<file path="config.mk">
export PLATFORM = sky130hd
export DESIGN_NAME = refcounted_open_device_table_unit
export DESIGN_NICKNAME = d
export VERILOG_FILES = /design/src/rtl/rcodt_pkg.sv /design/src/rtl/rcodt_table.sv /design/src/rtl/rcodt_seq.sv /design/src/rtl/refcounted_open_device_table_unit.sv
export SDC_FILE = /design/constraint.sdc
export NUM_CORES = 1
export LEC_CHECK = 0
export BUFFER_PORTS_ARGS = -buffer_cell sky130_fd_sc_hd__buf_4
export CORE_UTILIZATION = 45
export DETAILED_ROUTE_END_ITERATION = 12
export GPL_TIMING_DRIVEN = 0
export SLEW_MARGIN = 30
export SYNTH_ARGS = -nofsm -noshare
export SYNTH_HDL_FRONTEND = slang
export SYNTH_SLANG_ARGS = --single-unit
</file>
<file path="constraint.sdc">
create_clock -name clk -period 4.5 [get_ports clk]
set_input_delay 0.225 -clock clk [delete_from_list [all_inputs] [get_ports clk]]
set_output_delay 0.225 -clock clk [all_outputs]
set_load 0.01 [all_outputs]
</file>
<file path="src/rtl/rcodt_pkg.sv">
package rcodt_pkg;

	localparam int ENTRIES     = 16;
	localparam int COUNT_BITS  = 16;
	localparam int MAX_RESULTS = 16;
	localparam int IDX_W       = (ENTRIES > 1) ? $clog2(ENTRIES) : 1;
	localparam int N_W         = $clog2(MAX_RESULTS + 1);
	localparam int CNT_EXT_W   = (COUNT_BITS > 16) ? COUNT_BITS : 16;

	localparam logic [IDX_W-1:0]      LAST_IDX = IDX_W'(ENTRIES - 1);
	localparam logic [N_W-1:0]        LAST_N   = N_W'(MAX_RESULTS - 1);
	localparam logic [COUNT_BITS-1:0] COUNT_MAX = '1;

	typedef enum logic [1:0] {
		OP_ADD   = 2'd0,
		OP_DEL   = 2'd1,
		OP_QUERY = 2'd2,
		OP_LIST  = 2'd3
	} op_t;

	typedef enum logic [1:0] {
		ST_OK       = 2'd0,
		ST_FULL     = 2'd1,
		ST_NOTFOUND = 2'd2
	} status_t;

	typedef enum logic [2:0] {
		S_IDLE,
		S_SCAN,
		S_FINISH,
		S_RESP,
		S_LIST_RD,
		S_LIST_CHK,
		S_LIST_OUT
	} state_t;

	typedef struct packed {
		logic                  we;
		logic                  vset;
		logic                  vclr;
		logic [IDX_W-1:0]      addr;
		logic [15:0]           dev;
		logic [COUNT_BITS-1:0] refs;
		logic [1:0]            rights;
	} tbl_wr_t;

	typedef struct packed {
		logic [1:0]  status;
		logic        major_open;
		logic [7:0]  entry_minor;
		logic [1:0]  entry_access;
		logic [15:0] open_count;
		logic        last;
	} result_t;

	function automatic logic [15:0] sat16(input logic [COUNT_BITS-1:0] cnt);
		logic [CNT_EXT_W-1:0] ext;
		ext = CNT_EXT_W'(cnt);
		return (ext > CNT_EXT_W'(16'hFFFF)) ? 16'hFFFF : ext[15:0];
	endfunction

endpackage

</file>
<file path="src/rtl/rcodt_table.sv">
module rcodt_table
	import rcodt_pkg::*;
(
	input  logic                  clk,
	input  logic                  arst_n,
	input  tbl_wr_t               wr,
	input  logic [IDX_W-1:0]      rd_addr,
	output logic [ENTRIES-1:0]    valid,
	output logic [15:0]           rd_dev,
	output logic [COUNT_BITS-1:0] rd_refs,
	output logic [1:0]            rd_rights
);

	logic [ENTRIES-1:0]    valid_q;
	logic [15:0]           dev_mem    [ENTRIES];
	logic [COUNT_BITS-1:0] refs_mem   [ENTRIES];
	logic [1:0]            rights_mem [ENTRIES];

	always_ff @(posedge clk or negedge arst_n) begin
		if (!arst_n) begin
			valid_q <= '0;
		end else if (wr.we) begin
			if (wr.vset) begin
				valid_q[wr.addr] <= 1'b1;
			end else if (wr.vclr) begin
				valid_q[wr.addr] <= 1'b0;
			end
		end
	end

	always_ff @(posedge clk) begin
		if (wr.we) begin
			dev_mem[wr.addr]    <= wr.dev;
			refs_mem[wr.addr]   <= wr.refs;
			rights_mem[wr.addr] <= wr.rights;
		end
		rd_dev    <= dev_mem[rd_addr];
		rd_refs   <= refs_mem[rd_addr];
		rd_rights <= rights_mem[rd_addr];
	end

	assign valid = valid_q;

endmodule

</file>
<file path="src/rtl/rcodt_seq.sv">
module rcodt_seq
	import rcodt_pkg::*;
(
	input  logic                  clk,
	input  logic                  arst_n,
	input  logic                  in_valid,
	output logic                  in_ready,
	input  logic [1:0]            in_op,
	input  logic [15:0]           in_dev,
	input  logic [1:0]            in_acc,
	input  logic [ENTRIES-1:0]    valid,
	input  logic [15:0]           rd_dev,
	input  logic [COUNT_BITS-1:0] rd_refs,
	input  logic [1:0]            rd_rights,
	output logic [IDX_W-1:0]      rd_addr,
	output tbl_wr_t               wr,
	input  logic                  out_free,
	output logic                  res_load,
	output result_t               res
);

	state_t state_q, state_d;

	logic [IDX_W-1:0]      idx_q, idx_s1, hit_idx_q, free_idx_q, last_idx_q, cmp_idx;
	logic                  iss_done_q, chk_s1;
	logic [1:0]            op_q, acc_q;
	logic [15:0]           dev_q;
	logic                  found_q, free_found_q, any_q;
	logic [COUNT_BITS-1:0] hit_refs_q, sum, new_refs;
	logic [1:0]            hit_rights_q;
	logic [N_W-1:0]        n_q;
	result_t               res_q, fin_res;
	logic                  ent_v, dev_hit, maj_hit, list_last;

	// Shared compare unit: one entry per cycle.
	assign cmp_idx = (state_q == S_SCAN) ? idx_s1 : idx_q;
	assign ent_v   = valid[cmp_idx];
	assign dev_hit = ent_v && (rd_dev == dev_q);
	assign maj_hit = ent_v && (rd_dev[15:8] == dev_q[15:8]);

	// Shared adder for the count update.
	assign sum = (op_q == OP_ADD) ? hit_refs_q + COUNT_BITS'(1) : hit_refs_q - COUNT_BITS'(1);

	always_comb begin
		if (op_q == OP_ADD) begin
			new_refs = (hit_refs_q == COUNT_MAX) ? hit_refs_q : sum;
		end else begin
			new_refs = (hit_refs_q == '0) ? '0 : sum;
		end
	end

	assign list_last = (idx_q == last_idx_q) || (n_q == LAST_N);

	always_comb begin
		fin_res            = '0;
		fin_res.status     = ST_OK;
		fin_res.last       = 1'b1;
		unique case (op_q)
			OP_ADD: begin
				if (!found_q && !free_found_q) begin
					fin_res.status = ST_FULL;
				end
			end
			OP_DEL: begin
				if (!found_q) begin
					fin_res.status = ST_NOTFOUND;
				end
			end
			OP_QUERY: begin
				fin_res.major_open = any_q;
			end
			default: begin
				if (!any_q) begin
					fin_res.status = ST_NOTFOUND;
				end
			end
		endcase
	end

	always_comb begin
		state_d  = state_q;
		in_ready = 1'b0;
		rd_addr  = idx_q;
		res_load = 1'b0;
		res      = res_q;
		wr       = '0;
		wr.dev   = dev_q;
		unique case (state_q)
			S_IDLE: begin
				in_ready = 1'b1;
				if (in_valid) begin
					state_d = S_SCAN;
				end
			end
			S_SCAN: begin
				if (chk_s1 && idx_s1 == LAST_IDX) begin
					state_d = S_FINISH;
				end
			end
			S_FINISH: begin
				if (op_q == OP_ADD) begin
					if (found_q) begin
						wr.we     = 1'b1;
						wr.addr   = hit_idx_q;
						wr.refs   = new_refs;
						wr.rights = hit_rights_q | acc_q;
					end else if (free_found_q) begin
						wr.we     = 1'b1;
						wr.vset   = 1'b1;
						wr.addr   = free_idx_q;
						wr.refs   = COUNT_BITS'(1);
						wr.rights = acc_q;
					end
				end else if (op_q == OP_DEL && found_q) begin
					wr.we     = 1'b1;
					wr.vclr   = (new_refs == '0);
					wr.addr   = hit_idx_q;
					wr.refs   = new_refs;
					wr.rights = hit_rights_q;
				end
				state_d = (op_q == OP_LIST && any_q) ? S_LIST_RD : S_RESP;
			end
			S_RESP: begin
				if (out_free) begin
					res_load = 1'b1;
					state_d  = S_IDLE;
				end
			end
			S_LIST_RD: begin
				state_d = S_LIST_CHK;
			end
			S_LIST_CHK: begin
				state_d = maj_hit ? S_LIST_OUT : S_LIST_RD;
			end
			S_LIST_OUT: begin
				res              = '0;
				res.status       = ST_OK;
				res.entry_minor  = rd_dev[7:0];
				res.entry_access = rd_rights;
				res.open_count   = sat16(rd_refs);
				res.last         = list_last;
				if (out_free) begin
					res_load = 1'b1;
					state_d  = list_last ? S_IDLE : S_LIST_RD;
				end
			end
			default: begin
				state_d = S_IDLE;
			end
		endcase
	end

	always_ff @(posedge clk or negedge arst_n) begin
		if (!arst_n) begin
			state_q <= S_IDLE;
		end else begin
			state_q <= state_d;
		end
	end

	always_ff @(posedge clk or negedge arst_n) begin
		if (!arst_n) begin
			idx_q        <= '0;
			idx_s1       <= '0;
			iss_done_q   <= 1'b0;
			chk_s1       <= 1'b0;
			found_q      <= 1'b0;
			free_found_q <= 1'b0;
			any_q        <= 1'b0;
			n_q          <= '0;
		end else begin
			chk_s1 <= (state_q == S_SCAN) && !iss_done_q;
			idx_s1 <= idx_q;
			unique case (state_q)
				S_IDLE: begin
					if (in_valid) begin
						idx_q        <= '0;
						iss_done_q   <= 1'b0;
						found_q      <= 1'b0;
						free_found_q <= 1'b0;
						any_q        <= 1'b0;
						n_q          <= '0;
					end
				end
				S_SCAN: begin
					if (!iss_done_q) begin
						if (idx_q == LAST_IDX) begin
							iss_done_q <= 1'b1;
						end else begin
							idx_q <= idx_q + IDX_W'(1);
						end
					end
					if (chk_s1) begin
						if (dev_hit && !found_q) begin
							found_q <= 1'b1;
						end
						if (!ent_v && !free_found_q) begin
							free_found_q <= 1'b1;
						end
						if (maj_hit) begin
							any_q <= 1'b1;
						end
					end
				end
				S_FINISH: begin
					idx_q <= '0;
					n_q   <= '0;
				end
				S_LIST_CHK: begin
					if (!maj_hit) begin
						idx_q <= idx_q + IDX_W'(1);
					end
				end
				S_LIST_OUT: begin
					if (out_free && !list_last) begin
						idx_q <= idx_q + IDX_W'(1);
						n_q   <= n_q + N_W'(1);
					end
				end
				default: begin
				end
			endcase
		end
	end

	always_ff @(posedge clk) begin
		if (state_q == S_IDLE && in_valid) begin
			op_q  <= in_op;
			dev_q <= in_dev;
			acc_q <= in_acc;
		end
		if (state_q == S_SCAN && chk_s1) begin
			if (dev_hit && !found_q) begin
				hit_idx_q    <= idx_s1;
				hit_refs_q   <= rd_refs;
				hit_rights_q <= rd_rights;
			end
			if (!ent_v && !free_found_q) begin
				free_idx_q <= idx_s1;
			end
			if (maj_hit) begin
				last_idx_q <= idx_s1;
			end
		end
		if (state_q == S_FINISH) begin
			res_q <= fin_res;
		end
	end

`ifndef SYNTH
	a_wr_only_finish: assert property (@(posedge clk) disable iff (!arst_n)
		wr.we |-> state_q == S_FINISH)
		else $error("table written outside the finish step");

	a_load_when_free: assert property (@(posedge clk) disable iff (!arst_n)
		res_load |-> out_free)
		else $error("result loaded into a busy output register");

	a_list_valid: assert property (@(posedge clk) disable iff (!arst_n)
		state_q == S_LIST_OUT |-> valid[idx_q])
		else $error("listed entry is not valid");

	a_set_clr: assert property (@(posedge clk) disable iff (!arst_n)
		!(wr.vset && wr.vclr))
		else $error("valid bit set and cleared together");
`endif

endmodule

</file>
<file path="src/rtl/refcounted_open_device_table_unit.sv">
// Channel   Direction  tdata                                       tuser  tlast
// s_axis    in         op, dev, access_mask (24 bits)              -      -
// m_axis    out        status, major_open, entry_minor,            -      last
//                      entry_access, open_count (32 bits)
// Each transaction scans all 16 entries through one compare unit, one entry per cycle
// behind a registered table read, whether it is an add, delete, query or list.
// A reopen list adds a second pass that reads and checks each entry up to the last match.
// Reset clears the valid bits at once; no clearing pass is needed.
// A stalled m_axis holds the sequencer; s_axis is taken only when the sequencer is idle.
module refcounted_open_device_table_unit
	import rcodt_pkg::*;
(
	input  logic        clk,
	input  logic        arst_n,
	input  logic        s_axis_tvalid,
	output logic        s_axis_tready,
	input  logic [23:0] s_axis_tdata,  // op[1:0], dev[17:2], access_mask[19:18], zero[23:20]
	output logic        m_axis_tvalid,
	input  logic        m_axis_tready,
	output logic [31:0] m_axis_tdata,  // status[1:0], major_open[2], entry_minor[10:3],
	                                   // entry_access[12:11], open_count[28:13], zero[31:29]
	output logic        m_axis_tlast
);

	tbl_wr_t               wr;
	logic [IDX_W-1:0]      rd_addr;
	logic [ENTRIES-1:0]    valid;
	logic [15:0]           rd_dev;
	logic [COUNT_BITS-1:0] rd_refs;
	logic [1:0]            rd_rights;
	logic                  out_free, res_load;
	result_t               res, out_q;
	logic                  out_valid_q;

	assign out_free = !out_valid_q || m_axis_tready;

	rcodt_table u_table (
		.clk       (clk),
		.arst_n    (arst_n),
		.wr        (wr),
		.rd_addr   (rd_addr),
		.valid     (valid),
		.rd_dev    (rd_dev),
		.rd_refs   (rd_refs),
		.rd_rights (rd_rights)
	);

	rcodt_seq u_seq (
		.clk       (clk),
		.arst_n    (arst_n),
		.in_valid  (s_axis_tvalid),
		.in_ready  (s_axis_tready),
		.in_op     (s_axis_tdata[1:0]),
		.in_dev    (s_axis_tdata[17:2]),
		.in_acc    (s_axis_tdata[19:18]),
		.valid     (valid),
		.rd_dev    (rd_dev),
		.rd_refs   (rd_refs),
		.rd_rights (rd_rights),
		.rd_addr   (rd_addr),
		.wr        (wr),
		.out_free  (out_free),
		.res_load  (res_load),
		.res       (res)
	);

	always_ff @(posedge clk or negedge arst_n) begin
		if (!arst_n) begin
			out_valid_q <= 1'b0;
		end else if (res_load) begin
			out_valid_q <= 1'b1;
		end else if (m_axis_tready) begin
			out_valid_q <= 1'b0;
		end
	end

	always_ff @(posedge clk) begin
		if (res_load) begin
			out_q <= res;
		end
	end

	assign m_axis_tvalid = out_valid_q;
	assign m_axis_tdata  = {3'b000, out_q.open_count, out_q.entry_access, out_q.entry_minor,
		out_q.major_open, out_q.status};
	assign m_axis_tlast  = out_q.last;

endmodule

</file>
# [Yosys cells after proc, flatten, opt, wreduce, memory -nomap -nowiden]
# Memories as Yosys holds them, arrays and structs flattened. A register that Yosys moved wholly into a read port is not among the register bits.
# Index checks and enable logic that the tools add are counted.
# W data, S select, Z words.
[totals] ram_bits=544 regBits=121 input_bits=28 elab_cells=182 memories=3 output_inout_bits=35
[memory_table] name="u_table.dev_mem" words=16 width=16 read_ports=1 rd_ports_with_merged_regs=1 wr=1 line="rcodt_table.sv:15" rtl="logic [15:0] dev_mem [ENTRIES];"
[memory_table] name="u_table.refs_mem" words=16 width=16 read_ports=1 rd_ports_with_merged_regs=1 wr=1 line="rcodt_table.sv:16" rtl="logic [COUNT_BITS-1:0] refs_mem [ENTRIES];"
[memory_table] name="u_table.rights_mem" words=16 width=2 read_ports=1 rd_ports_with_merged_regs=1 wr=1 line="rcodt_table.sv:17" rtl="logic [1:0] rights_mem [ENTRIES];"
[classes] mux=70 bitwise_logic=4 n_lt_le_gt_ge=4 reduce_logical=42 eq_ne=28 add_sub_neg=4
[op_table] operator="$mux W16" count=7
[op_table] operator="$mux W18" count=4
[op_table] operator="$mux W4" count=9
[op_table] operator="$logic_not A16 Y1" count=2
[op_table] operator="$mux W1" count=25
[op_table] operator="$mux W3" count=7
[op_table] operator="$pmux W3 S7" count=1
[op_table] operator="$pmux W4 S5" count=1
[op_table] operator="$add A16 B1 Y16 const B" count=1
[op_table] operator="$and A16 B16 Y16" count=1
[op_table] operator="$eq A16 B16 Y1" count=1
[op_table] operator="$eq A16 B16 Y1 const B" count=1
[op_table] operator="$gt A16 B16 Y1 const B" count=1
[op_table] operator="$not A16 Y16" count=1
[op_table] operator="$or A16 B16 Y16" count=1
[op_table] operator="$reduce_and A4 Y1" count=4
[op_table] operator="$sub A16 B1 Y16 const B" count=1
[op_table] operator="$mux W5" count=3
[op_table] operator="$pmux W5 S3" count=1
[op_table] operator="$ne A2 B2 Y1 const B" count=7
[op_table] operator="$logic_and A1 B1 Y1" count=13
[op_table] operator="$lt A4 B5 Y1 const B" count=2
[op_table] operator="$ne A2 B1 Y1 const B" count=5
[op_table] operator="$reduce_and A2 Y1" count=5
[op_table] operator="other kinds (29)" count=48

# [Longest topological paths before layout]
# Gate-level depths: netlist (run 1).
[logic_depth] ltp_word=16 mapped_depth=13 depth_no_buf=11

# [Modules after synthesis]
# Synthesis (run 1) repeated with hierarchy kept, for this count alone.
[unflattened] hier_cells=1435 area_unflattened_um2=27405.0
[modules_own_cells] module="rcodt_table" seq_area_each_um2=17416.7 area_per_inst_um2=21773.4 instances=1 cells_per_inst=950
[modules_own_cells] module="rcodt_seq" seq_area_each_um2=2117.0 area_per_inst_um2=4657.0 instances=1 cells_per_inst=448
[modules_own_cells] module="refcounted_open_device_table_unit" seq_area_each_um2=925.9 area_per_inst_um2=974.7 instances=1 cells_per_inst=37

# [Worst setup path after synthesis (run 1)]
# No wires, ideal clock.
[synth_path] path_type="reg-to-reg" start="register u_seq.op_q[0]" end="memory u_table.dev_mem[8][0] (enable)" arrival_time_ns=4.336 path_buffers=1 slack_ns=-0.315 stages_incl_launch_ff=8 setup_ns=0.480 required_ns=4.020 period_less_slack_ns=4.815 path_cell_list="edfxtp_1 > or2_1 > clkbuf_1 > inv_2 > nand2_1 > a21oi_1 > nor2_1 > nor3b_1"
[synth_between] elab_chain_cells=7 word_cells_on_any_way=10 classes_between="eq/ne: 1; mux: 7; reduce/logical: 2"
[synth_rtl] item="start, declared" line="rcodt_seq.sv:26" rtl="logic [1:0] op_q, acc_q;"
[synth_rtl] item="start signal, assigned" line="rcodt_seq.sv:228" rtl="op_q <= in_op;"
[synth_rtl] item="$eq A2 B1 Y1" line="rcodt_seq.sv:114" rtl="end else if (op_q == OP_DEL && found_q) begin"
[synth_rtl] item="$logic_and A1 B1 Y1" line="rcodt_seq.sv:114"
[synth_rtl] item="$mux W1" line="rcodt_seq.sv:114"
[synth_rtl] item="$mux W1" line="rcodt_seq.sv:101" rtl="if (op_q == OP_ADD) begin"
[synth_rtl] item="$mux W7 (*)" line="rcodt_seq.sv:88" rtl="unique case (state_q)"
[synth_rtl] item="$mux W1" line="rcodt_table.sv:32" rtl="if (wr.we) begin"
[synth_rtl] item="$mux W1 (implied by the code)" line="rcodt_table.sv:33" rtl="dev_mem[wr.addr] <= wr.dev;"
[synth_rtl] item="end, declared" line="rcodt_table.sv:15"
# Every way passes the cells marked *; elsewhere a longest branch is shown, timed or not.

==> results of run 1 <==
Yosys cell counts, types with 4 or more instances:
| cell type | n |
|---|---|
| edfxtp_1 | 627 |
| mux4_2 | 170 |
| nand2_1 | 61 |
| nor2_1 | 43 |
| clkbuf_1 | 42 |
| a21oi_1 | 40 |
| dfrtp_1 | 38 |
| inv_1 | 35 |
| dfxtp_1 | 34 |
| and3_1 | 31 |
| ha_1 | 21 |
| o21ai_1 | 19 |
| xnor2_1 | 18 |
| buf_1 | 17 |
| o21ai_0 | 16 |
| a211oi_1 | 15 |
| nand4_1 | 13 |
| nor3_1 | 13 |
| nor4_1 | 13 |
| xor2_1 | 13 |
| nand3_1 | 12 |
| o41ai_1 | 11 |
| and2_1 | 9 |
| mux2i_1 | 7 |
| nor2b_1 | 7 |
| a21o_1 | 6 |
| buf_2 | 6 |
| o211ai_1 | 6 |
| o22ai_1 | 5 |
| o21a_1 | 4 |
kinds of logic (layout without fill, tap and decap cells):
kind of cell	count (synthesis)	after routing	synth area share
other	1	3	0.0001360
buffers and inverters	109	344	0.01607
AOI/OAI and AO/OA	156	156	0.03794
adders and majority gates	22	22	0.01026
DFF	699	699	0.7421
muxes	182	182	0.1435
and+or+nand+nor	220	220	0.04012
xor gates and xnor gates	31	31	0.009848
registers in the layout (all words and copies together) (netlist names), 3 cells and up, named ones only:
name                count
u_seq.hit_idx_q         4
u_seq.idx_s1            4
u_table.rd_refs        16
u_seq.res_q             3
u_table.dev_mem       256
u_table.rd_dev         16
u_table.refs_mem      256
u_seq.hit_refs_q       16
u_seq.free_idx_q        4
u_seq.dev_q            16
u_seq.last_idx_q        4
u_table.rights_mem     32
u_seq.rd_addr           4
m_axis_tdata           29
u_seq.n_q               5
u_seq.state_q           3
path summary, 6_finish.rpt:
path                                   from                          to  cells after the start
max                           u_seq.op_q[0]    u_table.refs_mem[13][15]                     11
min                           m_axis_tready               m_axis_tvalid                      3
max reg2reg                   u_seq.op_q[0]    u_table.refs_mem[13][15]                     11
min reg2reg                u_seq.rd_addr[1]             u_seq.idx_s1[1]                      0
max in group asynchronous            arst_n  asynchronous set/reset pin                      2
min in group asynchronous            arst_n               m_axis_tvalid                      2
power by group:
group	leakage, nW	internal [mW]	switching [mW]	total (mW)
Clock	1.19	3.57	2.49	6.06
Sequential	6.06	7.50	0.313	7.81
Combinational	2.88	1.66	2.05	3.72
through the flow:
step,cell area (um^2),worst slack [ns]
after CTS,32200,0.1689
final,32220,0.1696
after global placement,28970,-1.571
after global routing,32220,0.02131
after floorplan,27580,0.7628
after detailed placement,29560,-0.5381
repair_timing:
item / CTS / global route
hold buffers: 22 / 0
gates resized for setup: 2 / 1
endpoints found under the hold margin: 61 / 0
endpoints found under the setup margin: 64 / 12
placed cells by master, fill, tap and decap left out, types with 20 or more instances in the layout:
master,instances
edfxtp_1,627
mux4_2,170
clkbuf_16,76
nand2_1,61
buf_4,59
clkbuf_1,54
nor2_1,40
dfrtp_1,38
dfxtp_1,34
and3_1,31
a21oi_1,27
dlygate4sd3_1,22
ha_1,21
inv_1,20
per-layer routing:
layer | track usage | share of wire | vias to the layer above | wire [um]
met5 | 0 | 0 | - | 0
met4 | 0.05503 | 0.020 | 0 | 1307
met3 | 0.03504 | 0.049 | 101 | 3132
met2 | 0.3395 | 0.49 | 385 | 31220
met1 | 0.2997 | 0.44 | 7509 | 28190
li1 | - | - | 6168 | -
area by class of cell:
class | instances | area, um^2 | share of cell area
multi-input cells | 614 | 6799 | 0.2110
repair buffers | 100 | 1060 | 0.03289
inverters | 39 | 181.4 | 0.005630
clock inverters | 41 | 426.7 | 0.01324
plain buffers | 69 | 314.1 | 0.009746
clock buffers | 95 | 2003 | 0.06217
flip-flops and latches | 699 | 20460 | 0.6350
well taps | 782 | 978.4 | 0.03037
critical path, stage by stage (launching register included):
cell and delay [ns]:
edfxtp_1 0.57, or2_2 0.56, ha_1 0.37, clkbuf_1 0.28
o21a_1 0.22, o211ai_1 0.14, a211oi_2 0.32, o21ai_1 0.14
o211ai_1 0.12, o211a_2 0.28, clkbuf_1 0.40, nor2b_2 0.61
==> impl_metrics.csv, run 1 <==
group,metric,value,unit
clock_tree,cts_sinks,699,
floorplanning,num_io_pins,63,
place,place_hpwl,40420,um
synthesis,yosysWarnings,0,
synthesis,ys_ff_latch,699,
timing,period_share,0.9623,
drt,wl_per_cell,26.18,um
drt,num_vias,14163,
synthesis,synthArstFlopShare,0.05436,
synthesis,synth_edf_count,627,
drt,drc_errors,0,
flow_run,maxCapViolCount,0,
floorplanning,core_area,60470,um^2
drt,drt_iter0_drc,1351,
global_route,grt_max_degree,39,
global_route,first_global_vias,14549,
place,finalWeightedCongestion,0.9129,
timing,worst_slew_pin_slew,0.9982,ns
timing,finalClockSkew,0.01901,ns
timing,rsz0062_at_grt,"false",
global_route,grt_pass1_wl,95480,um
floorplanning,die_h,249.5,um
drt,ant_nets,0,
pwr,finalPower,17.59,mW
critical_path,critPathMaxFanout,22,
floorplanning,rows,90,
timing,hold_violations,0,
synthesis,synthTopCellsByArea,"edfxtp_1 (68%), mux4_2 (14%), dfrtp_1 (3.4%), dfxtp_1 (2.5%), ha_1 (0.95%)",
layout,num-fill-cells,4773,
global_route,grt_usage,0.2106,
timing,relSlewSlack,0.3345,
timing,final_max_slew_viol_count,0,
clock_tree,cts_setup_buffers,0,
synthesis,yosys.area.top_type,"edfxtp_1",
critical_path,ff2ff_setup_slack,0.17,ns
layout,area_growth,16.87,%
synthesis,netlist_area,27570,um^2
timing,setup_viol,0,
critical_path,cp.required,4.83,ns
global_route,antenna_found_initial,0,
layout,antenna_cells,0,
place,io_buffers,55,
clock_tree,root_buffer,"clkbuf_16",
clock_tree,cts_buffers,74,
synthesis,avgSynthCellArea,19.42,um^2
layout,drive_above_1_share,0.2661,
timing,fmax,230.9,MHz
critical_path,start_kind,"flip-flop",
layout,final_core_util,0.5329,
layout,finalNonFillerCells,2439,
drt,dr.pass1.iters,5,
timing,finalCriticalPeriod,4.330,ns
clock_tree,htree_levels,3,
synthesis,synthFlopType,"edfxtp_1",
status,run_status,"complete, no violations",
pwr,p_per_area,545.8,nW/um^2
layout,nets,1647,
pwr,ir_drop,284.1,uV
timing,fin_hold_ws,0.01595,ns
floorplanning,die_area,62260,um^2
hold_path,hold_class,"input port to flip-flop",
drt,avgViaCountPerCell,5.807,
timing,tns,0,ns
clock_tree,max-clock-path-buffers,3,
pwr,p_leak,10.12,nW
global_route,grt_overflow,0,
place,placed_cells,2282,
floorplanning,start_util,0.4559,
floorplanning,die_w,249.5,um
clock_tree,cts_tree,"built",
synthesis,syn_inst,1420,
critical_path,end_kind,"flip-flop",
drt,drt_wl_total,63840,um
clock_tree,clk_pin_slew,0.06,ns
synthesis,synth.distinct_cells,71,
critical_path,arrival,4.66,ns
critical_path,worstSetupPathType,"flip-flop to flip-flop",
synthesis,yosysTopAreaCellShare,0.6829,
clock_tree,worst_skew_pair.late_latency,0.61,ns
synthesis,ys_seq_area_frac,0.7421,
Note: power is estimated with default switching activity, not from simulation.
==> inputs of run 2 (changes only) <==
CELL_PAD_IN_SITES_DETAIL_PLACEMENT = 2   (was default)
CELL_PAD_IN_SITES_GLOBAL_PLACEMENT = 2   (was default)
CORE_UTILIZATION = 44   (was 45)
PLACE_DENSITY_LB_ADDON = 0.1   (was default)
==> impl_metrics.csv, run 2 (synthesis results as in run 1) <==
group,metric,value,unit
status,run_status,"complete, no violations",
timing,period_share,0.9286,
drt,met1Wirelength,33730,um
floorplanning,start_util,0.4459,
global_route,grt_usage,0.2580,
critical_path,ff2ff_setup_slack,0.32,ns
pwr,p_per_area,553.9,nW/um^2
timing,hold_violations,0,
floorplanning,num_io_pins,63,
drt,dr_wl_met3,3525,um
floorplanning,rows,91,
pwr,finalPower,17.94,mW
critical_path,cp.required,5.00,ns
layout,final_cell_mix,"edfxtp_1 (627), mux4_2 (170), clkbuf_16 (74)",
place,finalWeightedCongestion,0.8238,
clock_tree,worst_skew_pair.late_latency,0.63,ns
drt,routed.top_layer,"met4",
timing,setup_viol,0,
timing,fmax,239.3,MHz
clock_tree,cts_tree,"built",
drt,num_vias,14727,
drt,drt_wl_total,79500,um
critical_path,arrival,4.68,ns
floorplanning,die_area,63670,um^2
critical_path,reg2reg_from,"u_seq.op_q[0]",
layout,area_growth,17.50,%
timing,worst_slew_pin_slew,1.021,ns
clock_tree,htree_levels,3,
pwr,ir_drop,279.0,uV
layout,finalNonFillerCells,2499,
timing,tns,0,ns
global_route,grt_pass1_wl,115800,um
layout,final_common_cell,"edfxtp_1",
drt,avgViaCountPerCell,5.893,
timing,setup_slack,0.3211,ns
timing,relSlewSlack,0.3195,
timing,rsz0062_at_grt,"false",
timing,finalCriticalPeriod,4.179,ns
floorplanning,die_w,252.3,um
place,io_buffers,55,
clock_tree,cts_sinks,699,
floorplanning,core_area,61830,um^2
pwr,p_leak,10.17,nW
timing,final_max_slew_viol_count,0,
clock_tree,cts_buffers,74,
floorplanning,die_h,252.3,um
clock_tree,max-clock-path-buffers,3,
place,placed_cells,2338,
critical_path,critPathMaxFanout,22,
layout,nets,1652,
layout,final_core_util,0.5240,
drt,wl_per_cell,31.81,um
flow_run,maxCapViolCount,0,
global_route,grt_max_degree,39,
global_route,grt_overflow,0,
critical_path,worstSetupPathType,"flip-flop to flip-flop",
drt,dr.pass1.iters,5,
place,place_hpwl,50530,um
critical_path,end_kind,"flip-flop",
critical_path,start_kind,"flip-flop",
global_route,antenna_found_initial,2,
layout,drive_above_1_share,0.2702,
drt,ant_nets,0,
clock_tree,root_buffer,"clkbuf_16",
drt,drt_iter0_drc,1210,
layout,largestRegisters,"u_table.dev_mem: 256 flops, u_table.refs_mem: 256 flops, u_table.rights_mem: 32 flops",
critical_path,critPathLaunch,"u_seq.op_q[0]",
layout,antenna_cells,0,
place,pre_cts_slack,-0.4923,ns
timing,finalClockSkew,0.02134,ns
critical_path,reg2reg_depth,12,
clock_tree,clk_pin_slew,0.06,ns
hold_path,hold_class,"input port to flip-flop",
drt,wl_met2,40370,um
global_route,first_global_vias,16271,
drt,drc_errors,0,
-- run 2: changes by cell type in the layout (fill, tap and decap cells not counted), sizes merged --
cell    delta
clkbuf     +7
clkinv     -6
buf        +2
inv        +2
-- run 2: worst min-delay path by stage --
stage | startpoint | end | slack (ns) | depth (start not counted)
3_5_place_dp | arst_n | u_seq.state_q[0] | 0.25 | 1
4_1_cts | m_axis_tready | m_axis_tvalid | 0.0008 | 3
3_3_place_gp | arst_n | m_axis_tvalid | 0.25 | 1
6_report | m_axis_tready | m_axis_tvalid | 0.02 | 3
5_1_grt | m_axis_tready | m_axis_tvalid | 0.05 | 3
2_1_floorplan | arst_n | asynchronous set/reset pin | -0.07 | 0
-- run 2: repair_timing --
action	4_1_cts	5_1_grt
hold buffers	22	0
setup endpoints to repair	62	27
resized for setup	4	2
endpoints found under the hold margin	59	0
setup buffers	0	2
-- run 2: critical path, stage by stage (launching register included) --
cell and delay [ns]:
edfxtp_1 0.43, or2_1 0.30, clkbuf_4 0.29, ha_1 0.41
a211o_1 0.33, a211o_1 0.29, a21oi_1 0.22, nand2_1 0.11
o41ai_1 0.52, nand4_1 0.30, clkbuf_1 0.33, o41ai_1 0.38
o21ai_1 0.13
-- run 2: final cells by class --
| type | instances | area (um^2) |
|---|---|---|
| clock buffers | 99 | 1986 |
| repair buffers | 104 | 1140 |
| inverters | 39 | 181.4 |
| plain buffers | 70 | 322.8 |
| well taps | 837 | 1047 |
| clock inverters | 37 | 434.2 |
| flip-flops and latches | 699 | 20460 |
| multi-input cells | 614 | 6823 |
| fillers | 5355 | 29430 |
-- run 2: through the flow --
| stage | cell area [um^2] | hold slack, ns |
|---|---|---|
| finish | 32390 | 0.02333 |
| global route | 32390 | 0.05012 |
| CTS | 32320 | 0.0008480 |
| detailed placement | 29660 | 0.2495 |
| global placement | 29040 | 0.2491 |
| floorplan | 27580 | -0.07059 |
-- run 2: power breakdown --
group	switching, mW	internal [mW]	leakage, nW
registers	0.346	7.50	6.06
clock network	2.63	3.55	1.18
logic	2.24	1.68	2.93
-- run 2: routing by layer --
metal	up-vias	GRT usage
li1	6157	-
met1	8000	0.3511
met2	441	0.4409
met3	129	0.03172
met4	0	0.06874
met5	-	0
==> inputs of run 3 (changes only) <==
BUFFER_PORTS_ARGS = -buffer_cell sky130_fd_sc_hd__buf_2   (was -buffer_cell sky130_fd_sc_hd__buf_4)
==> impl_metrics.csv, run 3 (synthesis results as in run 1) <==
group,metric,value,unit
clock_tree,root_buffer,"clkbuf_16",
clock_tree,max-clock-path-buffers,3,
layout,num-fill-cells,5419,
critical_path,worstSetupPathType,"flip-flop to flip-flop",
drt,drc_errors,0,
timing,setup_slack,0.3708,ns
timing,setup_viol,0,
clock_tree,cts_buffers,75,
hold_path,min_path_cells,3,
clock_tree,cts_sinks,699,
layout,antenna_cells,0,
layout,drive_above_1_share,0.2644,
critical_path,end_kind,"flip-flop",
drt,dr.pass1.iters,5,
timing,fmax,242.2,MHz
drt,wl_per_cell,32.14,um
place,dpl-instance-area,29490,um^2
timing,final_max_slew_viol_count,0,
critical_path,path_buf_inv,3,
clock_tree,cts_tree,"built",
floorplanning,die_w,252.3,um
layout,nets,1652,
layout,seqCellArea,20460,um^2
clock_tree,worst_skew_pair.late_latency,0.64,ns
layout,largestRegisters,"u_table.dev_mem: 256 flops, u_table.refs_mem: 256 flops, u_table.rights_mem: 32 flops",
global_route,grt_overflow,0,
critical_path,critPathLaunch,"u_seq.op_q[0]",
drt,num_vias,14717,
critical_path,critPathMaxFanout,22,
layout,final_cell_mix,"edfxtp_1 (627), mux4_2 (170), clkbuf_16 (75)",
floorplanning,die_h,252.3,um
critical_path,reg2reg_from,"u_seq.op_q[0]",
layout,area_growth,16.45,%
place,io_buffers,55,
floorplanning,rows,91,
critical_path,crit_slowest_cell,"a211oi_2",
drt,wl_met2,40580,um
layout,final_core_util,0.5193,
hold_path,hp-start,"m_axis_tready",
drt,drt_iter0_drc,1324,
layout,fin_area,32100,um^2
status,run_status,"complete, no violations",
critical_path,slowest_delay,0.48,ns
drt,routed.top_layer,"met5",
timing,fin_hold_ws,0.04866,ns
timing,period_share,0.9176,
global_route,grt_usage,0.2612,
drt,met1Wirelength,33420,um
flow_run,maxCapViolCount,0,
global_route,first_global_vias,16259,
drt,avgViaCountPerCell,5.884,
global_route,grt_pass1_wl,116400,um
timing,finalCriticalPeriod,4.129,ns
floorplanning,start_util,0.4459,
floorplanning,core_area,61830,um^2
pwr,p_per_area,550.3,nW/um^2
clock_tree,htree_levels,3,
timing,worst_slew_pin_slew,0.9968,ns
clock_tree,clk_pin_slew,0.06,ns
layout,final_common_cell,"edfxtp_1",
critical_path,start_kind,"flip-flop",
place,finalWeightedCongestion,0.8162,
hold_path,hold_class,"input port to flip-flop",
critical_path,ff2ff_setup_slack,0.37,ns
critical_path,reg2reg_depth,13,
critical_path,critPathTopFamily,"compound AO/OA/AOI/OAI gates",
drt,dr_wl_met3,4144,um
floorplanning,num_io_pins,63,
timing,finalClockSkew,0.03198,ns
pwr,ir_drop,319.0,uV
place,place_hpwl,51020,um
critical_path,cp_cell_sequence,"or2_1 -> clkbuf_4 -> inv_2 -> fa_1 -> nand3b_1 -> a21o_1 -> a211oi_2 -> o32ai_1 -> mux2i_1 -> nand4_1 -> clkbuf_1 -> o41ai_1 -> o21ai_1",
drt,ant_nets,0,
global_route,grt_max_degree,39,
timing,tns,0,ns
timing,hold_violations,0,
layout,multiInputGateArea,6812,um^2
timing,relSlewSlack,0.3355,
critical_path,arrival,4.62,ns
critical_path,cp.required,4.99,ns
pwr,p_leak,10.04,nW
timing,rsz0062_at_grt,"false",
drt,drt_wl_total,80380,um
hold_path,holdPathEnd,"m_axis_tvalid",
global_route,antenna_found_initial,3,
floorplanning,die_area,63670,um^2
place,pre_cts_slack,-0.6867,ns
-- run 3: how the worst max path moves through the flow --
stage | to | slack, ns | cells past startpoint
3_5_place_dp | u_table.refs_mem[5][15] | -0.69 | 12
3_3_place_gp | u_table.dev_mem[8][10] | -1.91 | 7
5_1_grt | flip-flop | 0.14 | 13
2_1_floorplan | u_table.refs_mem[0][15] | 0.76 | 11
6_report | flip-flop | 0.37 | 13
4_1_cts | flip-flop | 0.14 | 13
-- run 3: repair_timing --
action                                  CTS  global route
hold buffers                             22             0
cloned                                    0             0
endpoints found under the hold margin    59             0
pin swaps                                 0             0
gates resized for setup                   5             0
buffers inserted                          0             2
endpoints found under the setup margin   46            10
-- run 3: area by class of cell --
type                       instances  share of cell area
tap                              837             0.03262
timing repair buffer             103             0.02985
buffer                            70             0.01009
multi-input combinational        614              0.2122
sequential                       699              0.6373
clock inverter                    33            0.009003
inverter                          39            0.005651
clock buffer                     106             0.06333
-- run 3: power breakdown --
group | switching [mW] | internal [mW]
logic | 2.26 | 1.65
registers | 0.339 | 7.50
clock network | 2.62 | 3.30
total | 5.22 | 12.4
-- run 3: routing by layer --
metal	GRT usage	vias up
met4	0.07861	2
met1	0.3501	7945
met2	0.4427	470
met3	0.03965	145
li1	-	6155
met5	0	-
-- run 3: worst register-to-register path, cell delays in order (launching register included) --
cell and delay [ns]:
edfxtp_1 0.40, or2_1 0.19, clkbuf_4 0.34, inv_2 0.15, fa_1 0.43, nand3b_1 0.19, a21o_1 0.22, a211oi_2 0.48
o32ai_1 0.22, mux2i_1 0.31, nand4_1 0.27, clkbuf_1 0.34, o41ai_1 0.33, o21ai_1 0.13
-- run 3: per-stage QoR --
stage / total power, mW / std cells
2_1_floorplan: 10.41 / 1422
3_3_place_gp: 11.65 / 2314
3_5_place_dp: 11.87 / 2337
4_1_cts: 17.83 / 2498
5_1_grt: 18.29 / 2501
6_report: 17.67 / 2501
